## config.mk

```make
export PLATFORM = sky130hd
export DESIGN_NAME = rkc_ctrl
export DESIGN_NICKNAME = d
export VERILOG_FILES = /design/src/hw/rtl/rkc_pkg.sv /design/src/hw/rtl/rkc_ctrl.sv
export SDC_FILE = /design/constraint.sdc
export NUM_CORES = 1
export LEC_CHECK = 0
export BUFFER_PORTS_ARGS = -buffer_cell sky130_fd_sc_hd__buf_2
export CAP_MARGIN = 10
export CORE_ASPECT_RATIO = 0.5
export CORE_MARGIN = 2
export CORE_UTILIZATION = 50
export DETAILED_ROUTE_END_ITERATION = 8
export PLACE_DENSITY = 0.79
export SKIP_CTS_REPAIR_TIMING = 1
export SYNTH_ARGS = -nofsm -noshare
export SYNTH_HDL_FRONTEND = slang
export SYNTH_SLANG_ARGS = --single-unit
```

## constraint.sdc

```tcl
create_clock -name clk -period 2.15 [get_ports clk]
set_input_delay 0.43 -clock clk [delete_from_list [all_inputs] [get_ports clk]]
set_output_delay 0.43 -clock clk [all_outputs]
set_load 0.005 [all_outputs]
```

## src/hw/rtl/rkc_pkg.sv

```systemverilog
`timescale 1ns / 1ps
package rkc_pkg;

  localparam int DEF_MAX_WIDTH  = 1024;
  localparam int DEF_MAX_HEIGHT = 4096;
  localparam int DEF_MAX_KERNEL = 9;

  localparam int PIX_W     = 8;
  localparam int PIX_MAX   = 255;
  localparam int RGB_W     = 3 * PIX_W;
  localparam int COEF_W    = 8;
  localparam int OP_W      = 2;
  localparam int KIDX_W    = 4;
  localparam int KSIZE_W   = 4;
  localparam int WIDTH_W   = 11;
  localparam int HEIGHT_W  = 13;
  localparam int CFG_W     = 13;
  localparam int CFG_IDX_W = 2;
  localparam int LO_W      = 3;

  localparam logic [OP_W-1:0] OP_COEF  = 2'd0;
  localparam logic [OP_W-1:0] OP_PIXEL = 2'd1;
  localparam logic [OP_W-1:0] OP_FLUSH = 2'd2;

  localparam logic [CFG_IDX_W-1:0] CFG_KERNEL_SIZE  = 2'd0;
  localparam logic [CFG_IDX_W-1:0] CFG_IMAGE_WIDTH  = 2'd1;
  localparam logic [CFG_IDX_W-1:0] CFG_IMAGE_HEIGHT = 2'd2;

  localparam logic [KSIZE_W-1:0]  DEF_KSIZE  = 4'd3;
  localparam logic [WIDTH_W-1:0]  DEF_WIDTH  = 11'd640;
  localparam logic [HEIGHT_W-1:0] DEF_HEIGHT = 13'd480;

  // accumulator holds taps * coefficient * pixel, signed
  function automatic int acc_width(int k);
    return $clog2(k * k * 128 * PIX_MAX) + 1;
  endfunction

  function automatic int ksum_width(int k);
    return $clog2(k * k * 128) + 1;
  endfunction

  typedef struct packed {
    logic              accept;
    logic              start;
    logic              rewind;
    logic              tap;
    logic              row_end;
    logic [KIDX_W-1:0] tap_i;
    logic [KIDX_W-1:0] tap_j;
    logic              div_load;
    logic              div_step;
    logic              out_load;
  } cmd_t;

  typedef struct packed {
    logic               item_emits;
    logic [KSIZE_W-1:0] size;
    logic [LO_W-1:0]    rewind_len;
    logic               out_free;
  } stat_t;

endpackage

```

## src/hw/rtl/rkc_ctrl.sv

```systemverilog
`timescale 1ns / 1ps
module rkc_ctrl #(
  parameter int MAX_KERNEL = rkc_pkg::DEF_MAX_KERNEL
) (
  input  logic           clk,
  input  logic           rst_n,
  input  logic           in_valid,
  output logic           in_ready,
  input  logic           cfg_we,
  input  rkc_pkg::stat_t stat,
  output rkc_pkg::cmd_t  cmd
);
  import rkc_pkg::*;

  localparam int DIV_STEPS = acc_width(MAX_KERNEL) - 1;
  localparam int DC_W      = $clog2(DIV_STEPS + 1);

  localparam logic [2:0] S_IDLE   = 3'd0;
  localparam logic [2:0] S_REWIND = 3'd1;
  localparam logic [2:0] S_TAPS   = 3'd2;
  localparam logic [2:0] S_DRAIN  = 3'd3;
  localparam logic [2:0] S_DIVLD  = 3'd4;
  localparam logic [2:0] S_DIV    = 3'd5;
  localparam logic [2:0] S_DONE   = 3'd6;

  logic [2:0]        state_r, state_nxt;
  logic [LO_W-1:0]   rw_cnt_r, rw_cnt_nxt;
  logic [KIDX_W-1:0] ti_r, ti_nxt, tj_r, tj_nxt;
  logic [DC_W-1:0]   dcnt_r, dcnt_nxt;
  logic [1:0]        settle_r, settle_nxt;
  logic [KSIZE_W-1:0] last_idx;

  assign last_idx = stat.size - KSIZE_W'(1);
  assign in_ready = (state_r == S_IDLE) && (settle_r == 2'd0);

  always_comb begin
    state_nxt  = state_r;
    rw_cnt_nxt = rw_cnt_r;
    ti_nxt     = ti_r;
    tj_nxt     = tj_r;
    dcnt_nxt   = dcnt_r;
    settle_nxt = (settle_r != 2'd0) ? settle_r - 2'd1 : 2'd0;
    if (cfg_we) begin
      settle_nxt = 2'd3;
    end
    cmd       = '0;
    cmd.tap_i = ti_r;
    cmd.tap_j = tj_r;
    case (state_r)
      S_IDLE: begin
        if (in_valid && in_ready) begin
          cmd.accept = 1'b1;
          if (stat.item_emits) begin
            cmd.start  = 1'b1;
            rw_cnt_nxt = '0;
            ti_nxt     = '0;
            tj_nxt     = '0;
            state_nxt  = S_REWIND;
          end
        end
      end
      S_REWIND: begin
        if (rw_cnt_r == stat.rewind_len) begin
          state_nxt = S_TAPS;
        end else begin
          cmd.rewind = 1'b1;
          rw_cnt_nxt = rw_cnt_r + LO_W'(1);
        end
      end
      S_TAPS: begin
        cmd.tap = 1'b1;
        if (tj_r == last_idx) begin
          cmd.row_end = 1'b1;
          tj_nxt      = '0;
          if (ti_r == last_idx) begin
            state_nxt = S_DRAIN;
          end else begin
            ti_nxt = ti_r + KIDX_W'(1);
          end
        end else begin
          tj_nxt = tj_r + KIDX_W'(1);
        end
      end
      S_DRAIN: begin
        state_nxt = S_DIVLD;
      end
      S_DIVLD: begin
        cmd.div_load = 1'b1;
        dcnt_nxt     = '0;
        state_nxt    = S_DIV;
      end
      S_DIV: begin
        cmd.div_step = 1'b1;
        dcnt_nxt     = dcnt_r + DC_W'(1);
        if (dcnt_r == DC_W'(DIV_STEPS - 1)) begin
          state_nxt = S_DONE;
        end
      end
      S_DONE: begin
        // hold until the output register is free
        if (stat.out_free) begin
          cmd.out_load = 1'b1;
          state_nxt    = S_IDLE;
        end
      end
      default: begin
        state_nxt = S_IDLE;
      end
    endcase
  end

  always_ff @(posedge clk) begin
    if (!rst_n) begin
      state_r  <= S_IDLE;
      rw_cnt_r <= '0;
      ti_r     <= '0;
      tj_r     <= '0;
      dcnt_r   <= '0;
      settle_r <= 2'd3;
    end else begin
      state_r  <= state_nxt;
      rw_cnt_r <= rw_cnt_nxt;
      ti_r     <= ti_nxt;
      tj_r     <= tj_nxt;
      dcnt_r   <= dcnt_nxt;
      settle_r <= settle_nxt;
    end
  end

endmodule

```

Word-level counts from Yosys, hierarchy flattened
Cells that the tools add are included.

storage, ports and cells
  logic and storage cells = 77
  input bits = 13
  output and inout bits = 17
  register bits = 21

cells by class
  add/subtract/negate cells = 6
  equality and inequality tests = 19
  reductions and logical operators = 13
  muxes and demuxes = 32
  bitwise logic cells = 1

operators with widths
  operator                                             count
  two-way mux 3 bit                                    10
  case mux 3 bit (7 select lines)                      1
  two-way mux 4 bit                                    5
  inequality test 2 bit, second input constant         8
  case mux 4 bit (2 select lines)                      2
  case mux 5 bit (2 select lines)                      1
  equality test 3 bit, second input constant           3
  adder 4 x 1 -> 4 bit, second input constant          2
  equality test 4 bit                                  2
  two-way mux 1 bit                                    8
  two-way mux 2 bit                                    4
  nonzero test 2 bit                                   4
  AND reduction 7 bit                                  1
  equality test 3 x 2 -> 1 bit, second input constant  2
  case mux 3 bit (2 select lines)                      1
  adder 5 x 1 -> 5 bit, second input constant          1
  equality test 5 bit, second input constant           1
  AND reduction 5 bit                                  1
  AND reduction 4 bit                                  1
  subtractor 4 x 1 -> 4 bit, second input constant     1
  adder 3 x 1 -> 3 bit, second input constant          1
  equality test 3 x 1 -> 1 bit, second input constant  1
  equality test 3 bit                                  1
  logical NOT 3 bit                                    1
  other kinds (7)                                      8

Longest topological paths before layout
Gate-level depths: netlist of run 1.

  word-level depth = 5
  depth in mapped cells = 7
  gate-level depth less buffers = 7

Worst setup path after synthesis of run 1
OpenSTA, ideal clock, no wires.

  kind = input to register
  start point = in stat[4] (netlist name)
  end point = reg ti_r[3]
  setup time = 70 ps
  path slack = 160 ps
  path buffers = 0
  arrival = 1920 ps
  stages on the path = 7
  data required time = 2080 ps
  path through = inv_1 > ha_1 > xnor2_1 > nor3_2 > a31oi_4 > or4_1 > a21oi_1

between the ends
  word-level cells in the longest chain between the ends = 4
  elaborated cells between the ends (all ways) = 6
  classes of those cells = add/sub: 1; eq/ne: 4; reduce/logical: 1

RTL lines
  element                                   line                            RTL
  start: declaration                        rkc_ctrl.sv:10                  input rkc_pkg::stat_t stat,
  subtractor 4 x 1 -> 4 bit (*)             rkc_ctrl.sv:33                  assign last_idx = stat.size - KSIZE_W'(1);
  equality test 4 bit (on tied branches)    rkc_ctrl.sv:75, rkc_ctrl.sv:72
  inequality test 2 bit (no source line)    --
  AND reduction 5 bit (no source line) (*)  --
  end signal: assignment                    rkc_ctrl.sv:123                 ti_r <= ti_nxt;
  end: declaration                          rkc_ctrl.sv:28                  logic [KIDX_W-1:0] ti_r, ti_nxt, tj_r, tj_nxt;

Every way passes the cells marked *; elsewhere a longest branch is shown, timed or not.
A chain may end at the register's enable or synchronous reset.

==> impl_metrics.csv, run 1 <==
group,metric,value,unit
power_and_ir_drop,leakage,0.733,nW
synth,yosys-top-cells-area,"dfxtp_1, xnor2_1, ha_1",
timing,min_period,2100,ps
finish,stdcell_area,0.00166,mm^2
floorplan,die_area,0.00313,mm^2
global_routing,gr-total-overflow,0,
floorplan,row_count,13,
timing,tns,0,ps
setup_path,cp_max_fo,4,
clock_tree,htree_levels,1,
synth,synth_edf_count,0,
place,dpl_cell_area,0.00157,mm^2
finish,drive_gt1_share,28.1,%
run,maxCapViolations,0,
drt,drcViolationCount,0,
finish,diodes,0,
global_routing,track_usage,17.5,%
drt,vias,1231,
power_and_ir_drop,power.density,431,mW/mm^2
synth,syn_area_per_cell,8.47,um^2
timing,finalSetupViolCount,0,
setup_path,slowest_delay,540,ps
floorplan,start_util,52.0,%
drt,drt_iter0_drc,44,
finish,nFillCells,218,
clock_tree,clockRootBuffer,"clkbuf_8",
timing,slew_headroom,73.2,%
clock_tree,clk_pin_slew,80,ps
synth,syn_inst,158,
synth,yosysTopAreaCellShare,31.4,%
place,place.gp.congestion,0.803,
run_status,status,"complete, no violations",
setup_path,crit_type,"flop to output pin",
global_routing,grt_pass1_vias,990,
timing,worst_slack,50.5,ps
floorplan,pin_count,30,
setup_path,start_kind,"flop",
synth,yosys_warnings,0,
synth,yosysMostFrequentCell,"dfxtp_1",
global_routing,grt_pass1_wl,4270,um
synth,synthTopCellsByCount,"dfxtp_1, nor2_1, nand2_1, xnor2_1, inv_1",
place,dpl.hpwl,2090,um
synth,synth_nets,177,
setup_path,slowest_stage,"or4_4",
synth,ys_seq_area_share,31.4,%
timing,max_clock_freq,476,MHz
drt,wire_per_inst,12.0,um
clock_tree,cts_tree,"yes",
synth,synth_top_area_cell,"dfxtp_1",
clock_tree,clkLatencyLatePin,260,ps
synth,synth-seq-cells,21,
global_routing,antenna_found_initial,0,
timing,drv_slew,0,
floorplan,die_h,40.6,um
setup_path,end_kind,"output pin",
drt,via_per_inst,5.28,
power_and_ir_drop,peakVddDrop,0.196,mV
drt,wirelength,2800,um
synth,netlist-cell-type-count,41,
finish,areaGrowthSynthToFinish,24.0,%
timing,post-route-period-util,97.7,%
setup_path,crit_required,1720,ps
floorplan,core-area,0.00257,mm^2
drt,final_antenna_net_count,0,
timing,finalClockSkew,5.92,ps
timing,hold_viol_final,0,
place,place.port_buffers,29,
timing,tightestPinTransition,399,ps
clock_tree,cts_buffers,3,
setup_path,worstPathCellList,"or4_4 -> nor3_4 -> buf_6 -> buf_2",
drt,first_pass_iters,4,
place,dp_slack,-30.0,ps
finish,nets,216,
clock_tree,cts.sinks,21,
timing,rsz0062_at_grt,"yes",
setup_path,worstPathArrival,1670,ps
floorplan,die-width,77.1,um
clock_tree,cts_buffer_depth,2,
synth,netlist_area,0.00134,mm^2
global_routing,grt_max_degree,20,
synth,async_flop_share,0,%
min_path,hp-class,"input pin to flop",
synth,ys.flop_type,"dfxtp_1",
## worst paths after layout
check	start	endpoint	slack [ps]	cells after the start
worst max-delay path	state_r[0]$_SDFFE_PN0P_	cmd[14]	50	4
worst min-delay path	cfg_we	settle_r[1]$_SDFF_PP1_	350	3
worst max register to register	state_r[0]$_SDFFE_PN0P_	ti_r[3]$_SDFFE_PN0P_	60	6
worst min register to register	settle_r[0]$_SDFF_PP1_	settle_r[0]$_SDFF_PP1_	460	1
## placed cells by master, fill, tap and decap left out, types with 2 or more instances in the layout
| master | netlist | layout |
|---|---|---|
| ha_1 | 6 | 6 |
| nor2_1 | 15 | 15 |
| mux2i_1 | 5 | 5 |
| clkbuf_8 | 0 | 3 |
| inv_1 | 10 | 10 |
| nor3b_1 | 3 | 3 |
| a31oi_1 | 3 | 2 |
| buf_6 | 1 | 3 |
| nand2_1 | 13 | 13 |
| buf_2 | 0 | 29 |
| nor3_1 | 3 | 3 |
| xnor2_1 | 13 | 13 |
| nor3_4 | 1 | 2 |
| o21ai_0 | 7 | 7 |
| and2_1 | 3 | 3 |
| o22ai_1 | 2 | 2 |
| and3_1 | 3 | 3 |
| buf_4 | 0 | 8 |
| nand2b_1 | 2 | 2 |
| xor2_1 | 5 | 5 |
| nor2b_1 | 7 | 7 |
| nand3_1 | 6 | 6 |
| dfxtp_1 | 21 | 19 |
| o211ai_1 | 2 | 2 |
| a21boi_0 | 3 | 3 |
## per-layer routing
| metal | vias to the layer above | part of all wire, % | GRT usage [%] |
|---|---|---|---|
| met5 | - | 0 | 0 |
| met4 | 0 | 0 | 2.68 |
| met3 | 0 | 4.6 | 4.05 |
| met2 | 30 | 48 | 31.5 |
| met1 | 577 | 47 | 22.5 |
| li1 | 624 | - | - |
## layout make-up
type,instances,area (um^2),share of cell area (%)
multi-input cells,121,865,52.1
flip-flops and latches,21,425,25.6
repair buffers,40,239,14.4
well taps,37,46.3,2.79
clock buffers,3,41.3,2.49
inverters,10,37.5,2.26
clock inverters,1,5.00,0.302
## metrics by stage
stage	util (%)	hold WS, ps	instances	power (mW)
3_3_place_gp	61.0	448	227	0.468
6_report	64.6	355	233	0.716
2_1_floorplan	-	435	158	0.443
4_1_cts	62.8	353	231	0.725
5_1_grt	64.6	393	233	0.750
3_5_place_dp	61.0	451	227	0.468
## critical path, delay by kind of cell (launching register included)
family                 cells  cell delay, ps
AND/OR/NAND/NOR            2             820
buffers and inverters      2             250
flip-flops                 1             340
## where the power goes
part	internal (mW)	total [mW]	switching [mW]
Combinational	0.0323	0.0700	0.0377
Sequential	0.389	0.391	0.00139
Clock	0.129	0.255	0.126
## flip-flops by register name, summed over array words and instances, names as in the netlist
register / flops
ti_r: 4
rw_cnt_r: 3
tj_r: 4
dcnt_r: 5
settle_r: 2
state_r: 3
## logic make-up after synthesis
kind of cell / count (synthesis) / share of synthesized area (%)
simple gates: 64 / 26.5
buf+inv: 16 / 5.05
fa+ha+maj: 6 / 5.61
mux: 6 / 4.58
compound gates: 27 / 15.1
xor+xnor: 18 / 11.8
flops: 21 / 31.4
(Power assumes the default switching activity.)
==> inputs of run 2 (changes only) <==
--- a/config.mk
+++ b/config.mk
@@ -12,6 +12,7 @@
 export CORE_UTILIZATION = 50
 export DETAILED_ROUTE_END_ITERATION = 8
 export PLACE_DENSITY = 0.79
+export SETUP_SLACK_MARGIN = 0.5
 export SKIP_CTS_REPAIR_TIMING = 1
 export SYNTH_ARGS = -nofsm -noshare
 export SYNTH_HDL_FRONTEND = slang
==> impl_metrics.csv, run 2 (synthesized netlist as in run 1, its figures left out) <==
group,metric,value,unit
setup_path,worstPathArrival,2230,ps
setup_path,worst-path-stages,7,
setup_path,slowest_stage,"or4_4",
finish,seq_area,427,um^2
timing,hold_ws,376,ps
floorplan,die_h,40.6,um
global_routing,grt_pass1_wl,4430,um
finish,stdcell_count,250,
global_routing,gr-total-overflow,0,
finish,areaGrowthSynthToFinish,48.1,%
floorplan,start_util,52.0,%
run_status,status,"complete, no violations",
setup_path,cp_max_fo,5,
timing,max_clock_freq,484,MHz
floorplan,die_area,0.00313,mm^2
floorplan,core-area,0.00257,mm^2
drt,vias,1394,
min_path,min_from,"cfg_we",
finish,nets,233,
floorplan,die-width,77.1,um
floorplan,row_count,13,
clock_tree,cts.sinks,21,
setup_path,cpLargestDelayFamily,"simple AND/OR/NAND/NOR gates",
clock_tree,clk_pin_slew,80,ps
power_and_ir_drop,leakage,0.866,nW
power_and_ir_drop,peakVddDrop,0.248,mV
setup_path,start_kind,"flop",
setup_path,end_kind,"flop",
timing,drv_slew,0,
drt,final_antenna_net_count,0,
floorplan,pin_count,30,
clock_tree,clkLatencyLatePin,260,ps
min_path,min_delay_path_depth,3,
setup_path,r2r_cells,7,
setup_path,cp_common_cell,"buf_4",
timing,min_period,2070,ps
drt,wire_per_inst,16.2,um
setup_path,crit_type,"flop to flop",
global_routing,grt_max_degree,20,
power_and_ir_drop,power.density,381,mW/mm^2
drt,wirelength,4040,um
drt,via_per_inst,5.58,
finish,diodes,0,
setup_path,slowest_delay,450,ps
setup_path,cp.buffers_inverters,2,
drt,first_pass_iters,4,
setup_path,worstPathCellList,"buf_4 -> or4_4 -> nor3_4 -> buf_4 -> a31oi_4 -> nor3b_2 -> mux2_4",
run,maxCapViolations,0,
finish,drive_gt1_share,43.2,%
finish,layout_commonest_cell,"buf_2",
place,place.port_buffers,29,
global_routing,antenna_found_initial,0,
place,dpl.hpwl,2110,um
place,dpl_cell_area,0.00160,mm^2
timing,slew_headroom,74.3,%
finish,final_cell_mix,"buf_2, buf_4, dfxtp_1",
finish,multi_input_area,997,um^2
clock_tree,cts_buffers,3,
place,place.gp.congestion,0.887,
drt,drt_iter0_drc,113,
global_routing,track_usage,18.7,%
timing,rsz0062_at_grt,"yes",
timing,tightestPinTransition,383,ps
global_routing,grt_pass1_vias,986,
finish,nFillCells,176,
finish,largestRegisters,"dcnt_r x5, ti_r x4, tj_r x4",
finish,largest_register,"dcnt_r",
timing,finalClockSkew,7.61,ps
timing,hold_viol_final,0,
drt,drcViolationCount,0,
finish,largest_reg_flops,5,
clock_tree,htree_levels,1,
timing,post-route-period-util,96.1,%
clock_tree,clockRootBuffer,"clkbuf_8",
setup_path,timing.rr.end,"ti_r[2]$_SDFFE_PN0P_",
place,placed_cells,224,
finish,fin_util,77.1,%
min_path,hp-class,"input pin to flop",
finish,stdcell_area,0.00198,mm^2
timing,finalSetupViolCount,0,
clock_tree,cts_buffer_depth,2,
setup_path,r2r_setup_slack,80,ps
clock_tree,cts_tree,"yes",
setup_path,r2r-start,"state_r[0]$_SDFFE_PN0P_",
min_path,min_to,"settle_r[0]$_SDFF_PP1_",
setup_path,crit_required,2310,ps
## run 2: cell count changes in the layout (fill, tap and decap cells not counted), moves of 3 or more
cell / delta
xnor2_1: -3
inv_1: -4
xnor2_2: +3
buf_4: +15
## run 2: how the worst max path moves through the flow
stage	from	slack, ps	endpoint
CTS	state_r[1]$_SDFFE_PN0P_	-50	cmd[14]
global placement	stat[4]	60	ti_r[2]$_SDFFE_PN0P_
finish	state_r[0]$_SDFFE_PN0P_	80	ti_r[2]$_SDFFE_PN0P_
global route	state_r[0]$_SDFFE_PN0P_	30	ti_r[3]$_SDFFE_PN0P_
floorplan	state_r[1]$_SDFFE_PN0P_	280	ti_r[2]$_SDFFE_PN0P_
detailed placement	stat[4]	9	ti_r[2]$_SDFFE_PN0P_
## run 2: final cells by class
| type | count | share of cell area (%) |
|---|---|---|
| well taps | 37 | 2.34 |
| repair buffers | 57 | 20.4 |
| inverters | 10 | 3.10 |
| flip-flops and latches | 21 | 21.5 |
| multi-input cells | 121 | 50.3 |
| clock buffers | 4 | 2.27 |
## run 2: routing by layer
metal / share of wire [%] / vias to the layer above / GRT usage [%] / wire (um)
li1: - / 660 / - / -
met1: 44 / 665 / 22.6 / 1790
met2: 49 / 59 / 33.9 / 1970
met3: 5.6 / 10 / 4.95 / 225
met4: 1.5 / 0 / 6.25 / 61
met5: 0 / - / 0 / 0
## run 2: worst register-to-register path, stage by stage, from the launching register on
cell and delay, ps:
dfxtp_4 360, buf_4 140, or4_4 450, nor3_4 240, buf_4 200, a31oi_4 50
nor3b_2 210, mux2_4 310
## run 2: stage by stage
stage / TNS, ps / setup WS, ps / total power [mW]
finish: 0 / 84.4 / 0.754
global route: 0 / 31.2 / 0.781
CTS: -49.4 / -49.4 / 0.739
detailed placement: 0 / 8.52 / 0.480
global placement: 0 / 64.4 / 0.478
floorplan: 0 / 277 / 0.451
## run 2: power breakdown
group | total (mW) | internal (mW) | switching, mW
logic | 0.0986 | 0.0458 | 0.0528
clock network | 0.265 | 0.132 | 0.132
registers | 0.391 | 0.389 | 0.00166
total | 0.754 | 0.567 | 0.187
==> inputs of run 3 (changes only) <==
--- a/config.mk
+++ b/config.mk
@@ -9,7 +9,8 @@
 export CAP_MARGIN = 10
 export CORE_ASPECT_RATIO = 0.5
 export CORE_MARGIN = 2
-export CORE_UTILIZATION = 50
+export CORE_UTILIZATION = 48
+export CTS_CLUSTER_DIAMETER = 60
 export DETAILED_ROUTE_END_ITERATION = 8
 export PLACE_DENSITY = 0.79
 export SETUP_SLACK_MARGIN = 0.5
==> constraint.sdc (replaced) <==
create_clock -name clk -period 1.7 [get_ports clk]
set_input_delay 0.34 -clock clk [delete_from_list [all_inputs] [get_ports clk]]
set_output_delay 0.34 -clock clk [all_outputs]
set_load 0.005 [all_outputs]
==> impl_metrics.csv, run 3 (synthesized netlist as in run 1, its figures left out) <==
group,metric,value,unit
floorplan,die_area,0.00325,mm^2
finish,diodes,0,
setup_path,start_kind,"flop",
timing,finalClockSkew,7.20,ps
timing,post-route-period-util,119,%
power_and_ir_drop,peakVddDrop,0.388,mV
global_routing,gr-total-overflow,0,
timing,drv_slew,0,
setup_path,crit_type,"flop to output pin",
finish,largestRegisters,"dcnt_r x5, ti_r x4, tj_r x4",
finish,nets,234,
power_and_ir_drop,p_seq_share,52.3,%
floorplan,row_count,13,
floorplan,pin_count,30,
timing,tightestPinTransition,473,ps
finish,stdcell_count,251,
power_and_ir_drop,clockPowerShare,35.7,%
power_and_ir_drop,leakage,0.852,nW
setup_path,r2r_setup_slack,-310,ps
drt,final_antenna_net_count,0,
timing,hold_viol_final,0,
global_routing,track_usage,19.1,%
finish,multi_input_area,0.00102,mm^2
drt,wire_per_inst,14.4,um
clock_tree,clkLatencyLatePin,260,ps
timing,max_clock_freq,493,MHz
floorplan,die_h,41.3,um
finish,layout_commonest_cell,"buf_2",
floorplan,start_util,51.1,%
place,place.gp.congestion,0.844,
global_routing,grt_pass1_wl,4640,um
global_routing,grt_pass1_vias,1067,
timing,worst_slack,-328,ps
setup_path,cp_max_fo,4,
finish,drive_gt1_share,48.1,%
setup_path,crit_required,1360,ps
clock_tree,cts_buffers,3,
run,maxCapViolations,0,
finish,stdcell_area,0.00202,mm^2
place,placed_cells,241,
timing,slew_headroom,68.2,%
clock_tree,clk_pin_slew,80,ps
clock_tree,cts.sinks,21,
clock_tree,htree_levels,1,
drt,wirelength,3620,um
drt,vias,1326,
timing,min_period,2030,ps
power_and_ir_drop,power.density,467,mW/mm^2
finish,final_cell_mix,"buf_2, buf_6, buf_4",
power_and_ir_drop,swShare,24.7,%
timing,rsz0062_at_grt,"yes",
finish,largest_register,"dcnt_r",
drt,drcViolationCount,0,
setup_path,end_kind,"output pin",
clock_tree,cts_tree,"yes",
drt,first_pass_iters,4,
power_and_ir_drop,internal_power,712,uW
drt,via_per_inst,5.28,
finish,largest_reg_flops,5,
clock_tree,cts_buffer_depth,2,
drt,drt_iter0_drc,30,
place,place.port_buffers,29,
timing,finalSetupViolCount,16,
run_status,status,"complete, but fails checks",
finish,nFillCells,161,
power_and_ir_drop,comb_power_share,12.0,%
power_and_ir_drop,p_switching,234,uW
timing,hold_ws,269,ps
place,dpl.hpwl,2290,um
clock_tree,clockRootBuffer,"clkbuf_8",
finish,areaGrowthSynthToFinish,51.4,%
setup_path,worstPathArrival,1690,ps
run_status,violations,"negative setup slack",
floorplan,die-width,78.7,um
floorplan,core-area,0.00262,mm^2
min_path,hp-class,"input pin to flop",
global_routing,antenna_found_initial,0,
global_routing,grt_max_degree,20,
place,dpl_cell_area,0.00173,mm^2
finish,seq_area,432,um^2
[run 3: changes by cell type in the layout (fill, tap and decap cells not counted), moves of 3 or more]
| cell | before | now |
|---|---|---|
| buf_2 | 27 | 24 |
| buf_4 | 23 | 17 |
| buf_6 | 5 | 17 |
| dfxtp_1 | 18 | 12 |
| dfxtp_2 | 2 | 9 |
[run 3: final cells by class]
class | instances | area share [%]
inverter | 10 | 2.10
timing repair buffer | 58 | 21.7
clock buffer | 4 | 2.22
multi-input combinational | 121 | 50.4
tap | 37 | 2.29
sequential | 21 | 21.3
[run 3: critical path: stages (launching register included)]
cell and delay (ps):
dfxtp_2 350, or3b_4 400, buf_6 130, nor3_4 210, and3_4 240, buf_6 90
[run 3: power groups by stage]
stage | sequential, mW | combinational, mW | clock [mW]
6_report | 0.495 | 0.114 | 0.337
5_1_grt | 0.495 | 0.122 | 0.365
4_1_cts | 0.495 | 0.106 | 0.343
3_5_place_dp | 0.507 | 0.105 | 0
3_3_place_gp | 0.507 | 0.102 | 0
2_1_floorplan | 0.507 | 0.0645 | 0
[run 3: layer usage]
layer	track usage (%)	share of wire [%]
met1	23.6	46
met2	35.3	49
met3	5.17	3.9
met4	3.95	1.1
met5	0	0
[run 3: through the flow]
| stage | util, % | total power [mW] | worst slack (ps) | setup TNS, ps |
|---|---|---|---|---|
| final | 77.3 | 0.946 | -328 | -2320 |
| after global routing | 77.3 | 0.982 | -376 | -3250 |
| after CTS | 67.8 | 0.944 | -382 | -2350 |
| after detailed placement | 66.1 | 0.612 | -324 | -1870 |
| after global placement | 66.1 | 0.609 | -261 | -1420 |
| after floorplan | - | 0.571 | -173 | -431 |
[run 3: worst paths after layout]
check | from | endpoint | cells past startpoint
min reg2reg | dcnt_r[2]$_SDFFE_PN0N_ | dcnt_r[2]$_SDFFE_PN0N_ | 2
max | state_r[0]$_SDFFE_PN0P_ | cmd[11] | 5
max reg2reg | state_r[1]$_SDFFE_PN0P_ | ti_r[3]$_SDFFE_PN0P_ | 7
min | cfg_we | settle_r[1]$_SDFF_PP1_ | 3
